==> src/rtl/dclk_pkg.sv <==
// ----------------------------------------------------------------------------
// dclk_pkg: shared definitions for the digital clock with display scan
// Widths, reset values, register indexes and the digit decode helpers.
// ----------------------------------------------------------------------------
package dclk_pkg;

    localparam int DIGITS       = 4;
    localparam int PERIOD_W     = 16;
    localparam int SCAN_POS_W   = $clog2(DIGITS);
    localparam int HOUR_W       = 5;
    localparam int MIN_W        = 6;
    localparam int SEC_W        = 6;
    localparam int SEG_W        = 7;

    localparam int SEC_MODULUS  = 60;
    localparam int MIN_MODULUS  = 60;
    localparam int HOUR_MODULUS = 24;

    localparam int HOUR_RESET   = 15;
    localparam int MIN_RESET    = 8;
    localparam int SEC_RESET    = 50;

    localparam logic [PERIOD_W-1:0] SECOND_PERIOD_RESET = PERIOD_W'(100);
    localparam logic [PERIOD_W-1:0] SCAN_PERIOD_RESET   = PERIOD_W'(25);

    // Configuration register indexes.
    typedef enum logic [0:0] {
        REG_SECOND_PERIOD = 1'b0,
        REG_SCAN_PERIOD   = 1'b1
    } t_reg_index;

    // Tens digit of a value below sixty, found by a short compare chain.
    function automatic logic [3:0] tens_of(input logic [MIN_W-1:0] value);
        logic [3:0] tens;
        tens = 4'd0;
        if (value >= MIN_W'(50)) begin
            tens = 4'd5;
        end else if (value >= MIN_W'(40)) begin
            tens = 4'd4;
        end else if (value >= MIN_W'(30)) begin
            tens = 4'd3;
        end else if (value >= MIN_W'(20)) begin
            tens = 4'd2;
        end else if (value >= MIN_W'(10)) begin
            tens = 4'd1;
        end
        return tens;
    endfunction

    function automatic logic [3:0] units_of(input logic [MIN_W-1:0] value);
        logic [MIN_W-1:0] tens_x10;
        logic [MIN_W-1:0] rest;
        tens_x10 = MIN_W'({tens_of(value), 3'b000}) + MIN_W'({tens_of(value), 1'b0});
        rest     = value - tens_x10;
        return rest[3:0];
    endfunction

    // Active-low common-anode segment codes for the digits 0 to 9.
    function automatic logic [SEG_W-1:0] seg_code(input logic [3:0] digit);
        logic [SEG_W-1:0] code;
        case (digit)
            4'd0:    code = 7'h40;
            4'd1:    code = 7'h79;
            4'd2:    code = 7'h24;
            4'd3:    code = 7'h30;
            4'd4:    code = 7'h19;
            4'd5:    code = 7'h12;
            4'd6:    code = 7'h02;
            4'd7:    code = 7'h78;
            4'd8:    code = 7'h00;
            4'd9:    code = 7'h10;
            default: code = 7'h7F;
        endcase
        return code;
    endfunction

endpackage

==> src/rtl/digital_clock_with_7seg_scan.sv <==
// ----------------------------------------------------------------------------
// digital_clock_with_7seg_scan: HH:MM:SS clock driving a scanned display
// A chain of counter cells keeps the time; a scan stage multiplexes four digits.
// ----------------------------------------------------------------------------
//
//  Channel   Signals                                   Direction
//  -------   ---------------------------------------   ---------
//  input     i_valid, o_ready, i_tick                   in
//  output    o_valid, i_ready, o_digit_enable_n,        out
//            o_segments_n, o_dot_level, o_hours,
//            o_minutes, o_seconds
//  config    i_cfg_we, i_cfg_index, i_cfg_data          in
//
// A new tick can be accepted each cycle unless the output side stalls.
// The time and display registers double as the output register: they change
// only when a beat is accepted, and a beat is accepted only when the pending
// result is taken in the same cycle or none is pending. Reset is synchronous
// and puts the clock at 15:08:50 with all digits enabled. A stall on the
// output side holds o_ready low, which holds the time and the display.
//
module digital_clock_with_7seg_scan
    import dclk_pkg::*;
(
    input  logic                i_clk,
    input  logic                i_rst_n,
    // Input channel
    input  logic                i_valid,
    output logic                o_ready,
    input  logic                i_tick,
    // Output channel
    output logic                o_valid,
    input  logic                i_ready,
    output logic [DIGITS-1:0]   o_digit_enable_n,
    output logic [SEG_W-1:0]    o_segments_n,
    output logic                o_dot_level,
    output logic [HOUR_W-1:0]   o_hours,
    output logic [MIN_W-1:0]    o_minutes,
    output logic [SEC_W-1:0]    o_seconds,
    // Configuration write port
    input  logic                i_cfg_we,
    input  logic [0:0]          i_cfg_index,
    input  logic [PERIOD_W-1:0] i_cfg_data
);

    logic                  r_out_valid;
    logic                  accept;
    logic                  step;
    logic                  sec_fire;
    logic                  scan_fire;
    logic                  load_sec;
    logic                  load_scan;

    logic                  sec_carry;
    logic                  min_carry;
    logic                  hour_carry;
    logic                  hour_wrap;

    logic [HOUR_W-1:0]     hour_now;
    logic [MIN_W-1:0]      min_now;
    logic [SEC_W-1:0]      sec_now;
    logic [HOUR_W-1:0]     hour_next;
    logic [MIN_W-1:0]      min_next;

    logic [SCAN_POS_W-1:0] r_scan_pos;
    logic [SCAN_POS_W-1:0] n_scan_pos;
    logic [DIGITS-1:0]     r_enable_n;
    logic [DIGITS-1:0]     n_enable_n;
    logic [SEG_W-1:0]      r_segments_n;
    logic [SEG_W-1:0]      n_segments_n;
    logic                  r_dot;
    logic                  n_dot;
    logic [3:0]            digit;

    // Handshake: a new beat enters whenever the pending result leaves.
    assign o_ready = !r_out_valid || i_ready;
    assign accept  = i_valid && o_ready;
    assign step    = accept && i_tick;

    always_ff @(posedge i_clk) begin
        if (!i_rst_n) begin
            r_out_valid <= 1'b0;
        end else if (accept) begin
            r_out_valid <= 1'b1;
        end else if (i_ready) begin
            r_out_valid <= 1'b0;
        end
    end

    // Period registers and their countdowns. A write reloads the countdown.
    assign load_sec  = i_cfg_we && (t_reg_index'(i_cfg_index) == REG_SECOND_PERIOD);
    assign load_scan = i_cfg_we && (t_reg_index'(i_cfg_index) == REG_SCAN_PERIOD);

    dclk_countdown #(
        .RESET_PERIOD (SECOND_PERIOD_RESET)
    ) u_sec_countdown (
        .i_clk    (i_clk),
        .i_rst_n  (i_rst_n),
        .i_load   (load_sec),
        .i_period (i_cfg_data),
        .i_tick   (step),
        .o_fire   (sec_fire)
    );

    dclk_countdown #(
        .RESET_PERIOD (SCAN_PERIOD_RESET)
    ) u_scan_countdown (
        .i_clk    (i_clk),
        .i_rst_n  (i_rst_n),
        .i_load   (load_scan),
        .i_period (i_cfg_data),
        .i_tick   (step),
        .o_fire   (scan_fire)
    );

    // Time-of-day chain: seconds hand a carry to minutes, minutes to hours.
    assign sec_carry = sec_fire;

    dclk_count_cell #(
        .WIDTH     (SEC_W),
        .MODULUS   (SEC_MODULUS),
        .RESET_VAL (SEC_RESET)
    ) u_sec_cell (
        .i_clk   (i_clk),
        .i_rst_n (i_rst_n),
        .i_carry (sec_carry),
        .o_carry (min_carry),
        .o_count (sec_now)
    );

    dclk_count_cell #(
        .WIDTH     (MIN_W),
        .MODULUS   (MIN_MODULUS),
        .RESET_VAL (MIN_RESET)
    ) u_min_cell (
        .i_clk   (i_clk),
        .i_rst_n (i_rst_n),
        .i_carry (min_carry),
        .o_carry (hour_carry),
        .o_count (min_now)
    );

    dclk_count_cell #(
        .WIDTH     (HOUR_W),
        .MODULUS   (HOUR_MODULUS),
        .RESET_VAL (HOUR_RESET)
    ) u_hour_cell (
        .i_clk   (i_clk),
        .i_rst_n (i_rst_n),
        .i_carry (hour_carry),
        .o_carry (hour_wrap),
        .o_count (hour_now)
    );

    // The scan sees the time after this tick's update, so rebuild the
    // next hour and minute values from the carries of the chain.
    always_comb begin
        min_next = min_now;
        if (min_carry) begin
            min_next = hour_carry ? '0 : min_now + MIN_W'(1);
        end
        hour_next = hour_now;
        if (hour_carry) begin
            hour_next = hour_wrap ? '0 : hour_now + HOUR_W'(1);
        end
    end

    // Digit selection for the position being scanned in.
    always_comb begin
        case (r_scan_pos)
            2'd0:    digit = tens_of(MIN_W'(hour_next));
            2'd1:    digit = units_of(MIN_W'(hour_next));
            2'd2:    digit = tens_of(min_next);
            default: digit = units_of(min_next);
        endcase
    end

    always_comb begin
        n_scan_pos   = r_scan_pos;
        n_enable_n   = r_enable_n;
        n_segments_n = r_segments_n;
        n_dot        = r_dot;
        if (sec_fire) begin
            n_dot = !r_dot;
        end
        if (scan_fire) begin
            n_enable_n   = ~(DIGITS'(1) << r_scan_pos);
            n_segments_n = seg_code(digit);
            n_scan_pos   = r_scan_pos + SCAN_POS_W'(1);
        end
    end

    always_ff @(posedge i_clk) begin
        if (!i_rst_n) begin
            r_scan_pos   <= '0;
            r_enable_n   <= '0;
            r_segments_n <= '0;
            r_dot        <= 1'b0;
        end else begin
            r_scan_pos   <= n_scan_pos;
            r_enable_n   <= n_enable_n;
            r_segments_n <= n_segments_n;
            r_dot        <= n_dot;
        end
    end

    assign o_valid          = r_out_valid;
    assign o_digit_enable_n = r_enable_n;
    assign o_segments_n     = r_segments_n;
    assign o_dot_level      = r_dot;
    assign o_hours          = hour_now;
    assign o_minutes        = min_now;
    assign o_seconds        = sec_now;

endmodule

==> src/rtl/dclk_count_cell.sv <==
// ----------------------------------------------------------------------------
// dclk_count_cell: one modulo counter cell of the time-of-day chain
// Advances on a carry from its lower neighbor and passes a carry on at wrap.
// ----------------------------------------------------------------------------
module dclk_count_cell
    import dclk_pkg::*;
#(
    parameter int WIDTH     = 6,
    parameter int MODULUS   = 60,
    parameter int RESET_VAL = 0
) (
    input  logic             i_clk,
    input  logic             i_rst_n,
    input  logic             i_carry,
    output logic             o_carry,
    output logic [WIDTH-1:0] o_count
);

    logic [WIDTH-1:0] r_count;
    logic [WIDTH-1:0] n_count;
    logic             at_top;

    assign at_top  = (r_count == WIDTH'(MODULUS - 1));
    assign o_carry = i_carry && at_top;
    assign o_count = r_count;

    always_comb begin
        n_count = r_count;
        if (i_carry) begin
            n_count = at_top ? '0 : r_count + WIDTH'(1);
        end
    end

    always_ff @(posedge i_clk) begin
        if (!i_rst_n) begin
            r_count <= WIDTH'(RESET_VAL);
        end else begin
            r_count <= n_count;
        end
    end

endmodule

==> src/rtl/dclk_countdown.sv <==
// ----------------------------------------------------------------------------
// dclk_countdown: reloading tick countdown with its period register
// Fires when a tick brings the count from one to zero, then reloads.
// ----------------------------------------------------------------------------
module dclk_countdown
    import dclk_pkg::*;
#(
    parameter logic [PERIOD_W-1:0] RESET_PERIOD = SECOND_PERIOD_RESET
) (
    input  logic                i_clk,
    input  logic                i_rst_n,
    input  logic                i_load,
    input  logic [PERIOD_W-1:0] i_period,
    input  logic                i_tick,
    output logic                o_fire
);

    logic [PERIOD_W-1:0] r_period;
    logic [PERIOD_W-1:0] r_count;
    logic [PERIOD_W-1:0] n_count;

    // A count parked at zero stays there until the period is rewritten.
    assign o_fire = i_tick && (r_count == PERIOD_W'(1));

    always_comb begin
        n_count = r_count;
        if (i_load) begin
            n_count = i_period;
        end else if (o_fire) begin
            n_count = r_period;
        end else if (i_tick && (r_count != '0)) begin
            n_count = r_count - PERIOD_W'(1);
        end
    end

    always_ff @(posedge i_clk) begin
        if (!i_rst_n) begin
            r_period <= RESET_PERIOD;
            r_count  <= RESET_PERIOD;
        end else begin
            if (i_load) begin
                r_period <= i_period;
            end
            r_count <= n_count;
        end
    end

endmodule

==> config.mk <==
export PLATFORM = sky130hd
export DESIGN_NAME = digital_clock_with_7seg_scan
export DESIGN_NICKNAME = d
export VERILOG_FILES = /design/src/rtl/dclk_pkg.sv /design/src/rtl/digital_clock_with_7seg_scan.sv /design/src/rtl/dclk_count_cell.sv /design/src/rtl/dclk_countdown.sv
export SDC_FILE = /design/constraint.sdc
export NUM_CORES = 1
export LEC_CHECK = 0
export BUFFER_PORTS_ARGS = -buffer_cell sky130_fd_sc_hd__buf_2
export CORE_ASPECT_RATIO = 0.5
export CORE_MARGIN = 3
export CORE_UTILIZATION = 60
export CTS_CLUSTER_DIAMETER = 40
export DETAILED_ROUTE_END_ITERATION = 7
export HOLD_SLACK_MARGIN = 0.12
export PLACE_DENSITY = 0.78
export SKIP_LAST_GASP = 1
export SYNTH_ARGS = -nofsm -noshare
export SYNTH_HDL_FRONTEND = slang
export SYNTH_SLANG_ARGS = --single-unit
==> constraint.sdc <==
create_clock -name i_clk -period 6 [get_ports i_clk]
set_clock_uncertainty 0.05 [all_clocks]
set_input_delay 0.6 -clock i_clk [delete_from_list [all_inputs] [get_ports i_clk]]
set_output_delay 0.6 -clock i_clk [all_outputs]
set_load 0.01 [all_outputs]
==> impl_metrics.toml, run 1 <==
[run_status]
status = "finished, final reports clean"

[power_and_ir_drop]
p_leak_nw = 2.44
p_per_area_nw_per_um2 = 214
ir_drop_v = 0.000147

[logic_synthesis]
synth-edff-count = 0
synth_top_family_by_area = "simple AND/OR/NAND/NOR gates"
synth_compound_area_frac = 0.250
synthFlopType = "dfxtp_1"
synth-seq-area-share = 0.324
synth_area_um2 = 5940
syn_avg_cell_area_um2 = 7.38
synthDistinctLibCells = 73
netlist_top_cells_area = "dfxtp_1 32%, nand2_1 8.5%, a21oi_1 6.4%"
synthMuxAreaShare = 0.0194
syn-num-nets = 848
synth_xor_area_frac = 0.0280
synth_seq_cells = 96
synth_top_cell_area_share = 0.324
yosys.area_share.adder = 0.0421
yosysWarnings = 0
synthSimpleGateAreaFrac = 0.287
synthCells = 805
postSynth.asyncResetShare = 0
yosysTopAreaCell = "dfxtp_1"

[grt]
grt_first_pass_wirelength_mm = 26.1
grt_pass1_vias = 5252
grt-ovfl-total = 0
grt_antenna_before_repair = 0
grt_usage = 0.278
grt_max_degree = 53

[drt]
drc = 0
vias = 6068
antenna_left = 0
vias_per_cell = 6.35
drt_iter0_drc = 566
firstDrtPassIters = 5
wl_per_cell_um = 16.6
routed_wl_mm = 15.9

[clock_tree]
postCtsHoldBufs = 0
insertion_delay_ps = 350
clock_path_buffers = 2
tritoncts = "built"
cts_sinks = 96
cts_setup_buffers = 0
cts_made_buffers = 9
htree_levels = 3
root_buffer = "clkbuf_16"
cts.repair.resized = 0
clk_pin_slew_ps = 70

[sta]
slew_headroom = 0.210
finalSetupViolCount = 0
hold_violations = 0
min_period_over_period = 0.837
worst_pin_slew_ps = 1190
holdWs_ps = 405
rsz0062_at_grt = "no"
clock.fmax_ghz = 0.199
period_minus_slack_ps = 5020
setup_tns_ps = 0
slew_violations = 0

[hold_path]
min_path_cells = 2
hp-class = "flop to flop"

[layout]
area_growth_pct = 9.01
nFillCells = 792
n_antenna_cell = 0
final_nets = 863
ff_latch_area_um2 = 1920
drive_above_1_share = 0.115
multi_input_area_um2 = 3720

[die]
die_h_um = 76.4
core_um2 = 9160
start_util = 0.649
ios = 54
die_x_um = 147
core.rowCount = 24
fp.dieArea_um2 = 11200

[worst_setup_path]
worst-path-buf-inv = 0
arrival_ps = 5240
crit_family = "simple AND/OR/NAND/NOR gates"
crit_fanout = 17
critical_path.max_stage_delay_ps = 550
crit_required_ps = 6210
start_kind = "flop"
critPathCaptureType = "flop"
cp_slowest_cell = "ha_1"
crit_type = "flop to flop"
timing.reg2reg.setup_slack_ps = 980
cp_cell_sequence = "ha_1 -> and4_1 -> nand4_1 -> nor3_4 -> nand2_1 -> nor3_1 -> a21oi_1 -> o22ai_1 -> ha_1 -> nor2b_1 -> a2111oi_0 -> mux2i_1 -> and3_4 -> o311a_4 -> a211oi_4 -> a211oi_1 -> o32ai_2"
path_common_cell = "ha_1"
path_depth = 17
r2r_cells = 17

[place]
dp_hpwl_mm = 11.1
portBuffers = 53
gp_congestion = 0.928

[run]
cap_violations = 0
## sequential cells by signal, summed over array words and instances (netlist names)
name	count
u_hour_cell.o_count	5
u_sec_countdown.r_count	16
o_valid	1
u_min_cell.o_count	6
u_scan_countdown.r_count	16
u_scan_countdown.r_period	16
r_scan_pos	2
o_segments_n	7
o_dot_level	1
o_digit_enable_n	4
u_sec_countdown.r_period	16
u_sec_cell.o_count	6
## cell type report
cell class,instances,area share
Tap cell,130,0.0251
Clock buffer,10,0.0354
Sequential cell,96,0.297
Timing Repair Buffer,58,0.0468
Multi-Input combinational cell,632,0.575
Inverter,23,0.0133
Clock inverter,6,0.00811
## logic make-up after synthesis
family                   Yosys count
AO/OA/AOI/OAI                    222
XOR/XNOR                          19
adder cells (fa/ha/maj)           20
buffers and inverters             77
flip-flops                        96
multiplexers                      11
AND/OR/NAND/NOR                  360
## power by group
| group | leakage (nW) | switching [W] | total [W] | internal (W) |
|---|---|---|---|---|
| Sequential | 0.784 | 0.0000252 | 0.000689 | 0.000663 |
| Clock | 0.132 | 0.000270 | 0.000558 | 0.000288 |
| Combinational | 1.53 | 0.0000869 | 0.000137 | 0.0000498 |
## stage by stage
stage               utilization  cell area [µm²]  std cells  setup WS [ps]  total power, W
floorplan                     -             5940        805           1650        0.000797
global placement          0.676             6190        939           1230        0.000833
detailed placement        0.676             6190        939           1050        0.000837
CTS                       0.707             6480        955           1030         0.00139
global route              0.707             6480        955            598         0.00144
finish                    0.707             6480        955            977         0.00138
## path summary, 6_finish.rpt
kind	start	endpoint
worst max-delay path	u_min_cell.o_count[1]	o_segments_n[4]
worst min-delay path	u_scan_countdown.r_period[13]	u_scan_countdown.r_period[13]
worst max register to register	u_min_cell.o_count[1]	o_segments_n[4]
worst min register to register	u_scan_countdown.r_period[13]	u_scan_countdown.r_period[13]
## cells in the mapped netlist, types with 6 or more instances
library cell and instances:
nor2b_1 9, nor4_1 11, xnor2_1 11, o221ai_1 13, nand2_1 135, inv_1 22
a31oi_1 21, nand2b_1 6, o21ai_0 33, xor2_1 8, a211oi_1 13, a21oi_1 76
dfxtp_1 96, nor2_1 89, ha_1 20, and3_1 7, or3_1 10, clkbuf_1 47
nor3_1 29, mux2i_1 7, and4_1 7, nand3_1 20, nand4_1 14, o211ai_1 7
## per-layer routing
layer,vias up,global-route usage,part of all wire
met2,277,0.421,0.45
met3,17,0.0660,0.086
met5,-,0,0
met1,2815,0.402,0.46
li1,2959,-,-
met4,0,0.0582,0.0074
## tightest hold or removal path: cells and delay by family (launching register included)
kind,cells,cell delay [ps]
AOI/OAI and AO/OA,1,50
and+or+nand+nor,1,50
DFF,1,310
## layout by cell type (no fill, tap or decap), drive strengths merged, types with 5 or more instances in the layout
master and n:
a211oi 14, a21oi 76, a31oi 21, and2 5, and3 8, and4 7
buf 58, clkbuf 10, dfxtp 96, ha 20, inv 26, mux2i 7
nand2 135, nand2b 6, nand3 21, nand4 14, nor2 89, nor2b 9
nor3 30, nor4 13, o211ai 7, o21ai 34, o221ai 13, or3 11
xnor2 11, xor2 8
No activity file was read; power rests on OpenSTA's default activity.
==> run 2, diff against run 1 <==
clock period = 5.1 ns   (was 6 ns; I/O delays follow)
==> run 2 against run 1 <==
Critical endpoint unchanged; count of clock-buffer cells in the layout fell by 1; largest power group unchanged; die area unchanged; utilization up 0.55 points; sequential share of layout area shrank 0.23 points; highest routed layer unchanged.
==> impl_metrics.toml, run 2 (same netlist as run 1, synthesis figures left out) <==
[sta]
clock.fmax_ghz = 0.212
worst_pin_slew_ps = 996
rsz0062_at_grt = "no"
setup_tns_ps = 0
min_period_over_period = 0.923
slew_headroom = 0.335
holdWs_ps = 342
slew_violations = 0
setup_ws_ps = 392
hold_violations = 0
finalSetupViolCount = 0
period_minus_slack_ps = 4710

[layout]
utilization = 0.713
area_growth_pct = 9.86
nFillCells = 788
drive_above_1_share = 0.121
layout.cells.most_common = "nand2_1"
final_cell_mix = "135 x nand2_1, 96 x dfxtp_1, 89 x nor2_1"
final_nets = 868
n_antenna_cell = 0

[grt]
grt_usage = 0.285
grt-ovfl-total = 0
grt_antenna_before_repair = 0
grt_first_pass_wirelength_mm = 26.7
grt_max_degree = 37
grt_pass1_vias = 5399

[clock_tree]
insertion_delay_ps = 350
htree_levels = 3
clock_path_buffers = 2
clk_pin_slew_ps = 70
tritoncts = "built"
postCtsHoldBufs = 0
cts_setup_buffers = 0
cts_made_buffers = 9
root_buffer = "clkbuf_16"
cts_sinks = 96
cts.repair.resized = 0

[die]
die_x_um = 147
core.rowCount = 24
ios = 54
core_um2 = 9160
fp.dieArea_um2 = 11200
die_h_um = 76.4
start_util = 0.649

[worst_setup_path]
path_common_cell = "ha_1"
critPathCaptureType = "flop"
cp_cell_sequence = "ha_1 -> inv_1 -> or4_1 -> nor3_4 -> nand2_1 -> nor3_1 -> a21oi_1 -> o22ai_1 -> ha_1 -> nor2b_1 -> a2111oi_0 -> mux2i_1 -> and3_4 -> or3_1 -> a311o_1 -> a21boi_1 -> o32ai_2"
crit_fanout = 9
crit_family = "simple AND/OR/NAND/NOR gates"
worst-path-buf-inv = 1
crit_required_ps = 5240
crit_type = "flop to flop"
arrival_ps = 4850
start_kind = "flop"
critical_path.max_stage_delay_ps = 740
cp_slowest_cell = "or4_1"

[power_and_ir_drop]
p_clk_frac = 0.415
internal_power_w = 0.00122
p_comb_frac = 0.097
p_per_area_nw_per_um2 = 254
ir_drop_v = 0.000199
p_seq_frac = 0.488
p_sw_frac = 0.264
switchingPower_w = 0.000439
p_leak_nw = 2.48

[drt]
routed_wl_mm = 16.0
drt_iter0_drc = 483
vias_per_cell = 6.24
vias = 5988
antenna_left = 0
drc = 0
wl_per_cell_um = 16.7
firstDrtPassIters = 5

[place]
dp_hpwl_mm = 11.1
portBuffers = 53
gp_congestion = 0.918
pre_cts_slack_ps = 471

[run_status]
status = "finished, final reports clean"

[hold_path]
hp-class = "input pin to flop"

[run]
cap_violations = 0
run 2: power groups by stage:
stage          clock (W)  sequential (W)  combinational, W
6_report        0.000688        0.000811          0.000161
4_1_cts         0.000697        0.000809          0.000159
3_3_place_gp           0        0.000825          0.000155
2_1_floorplan          0        0.000820          0.000118
3_5_place_dp           0        0.000826          0.000158
5_1_grt         0.000737        0.000815          0.000182
run 2: final timing paths:
kind	startpoint	endpoint	slack (ps)	cells past startpoint
worst min register to register	u_scan_countdown.r_period[0]	u_scan_countdown.r_period[0]	400	1
worst max-delay path	u_sec_countdown.r_count[0]	o_segments_n[4]	390	17
worst max register to register	u_sec_countdown.r_count[0]	o_segments_n[4]	390	17
worst min-delay path	i_valid	o_valid	340	3
run 2: metal layers:
layer | up-vias | track usage | wire length [µm]
met5 | - | 0 | 0
met4 | 0 | 0.0750 | 169
met3 | 23 | 0.0612 | 1300
met2 | 229 | 0.444 | 7120
met1 | 2783 | 0.400 | 7410
li1 | 2953 | - | -
run 2: cell type report:
class | count | area [µm²] | share of cell area
Sequential cell | 96 | 1920 | 0.294
Multi-Input combinational cell | 632 | 3720 | 0.570
Timing Repair Buffer | 63 | 340 | 0.0521
Clock buffer | 9 | 225 | 0.0345
Inverter | 23 | 86.3 | 0.0132
Clock inverter | 6 | 68.8 | 0.0105
Tap cell | 130 | 163 | 0.0249
run 2: metrics by stage:
step / cells / total power, W / instance area (µm²)
after floorplan: 805 / 0.000937 / 5940
after global placement: 944 / 0.000980 / 6230
after detailed placement: 944 / 0.000984 / 6230
after CTS: 959 / 0.00167 / 6530
after global routing: 959 / 0.00173 / 6530
final: 959 / 0.00166 / 6530
run 2: worst min-delay path: stages:
cell and delay (ps):
buf_2 90, nor2_1 40, nor2_1 60
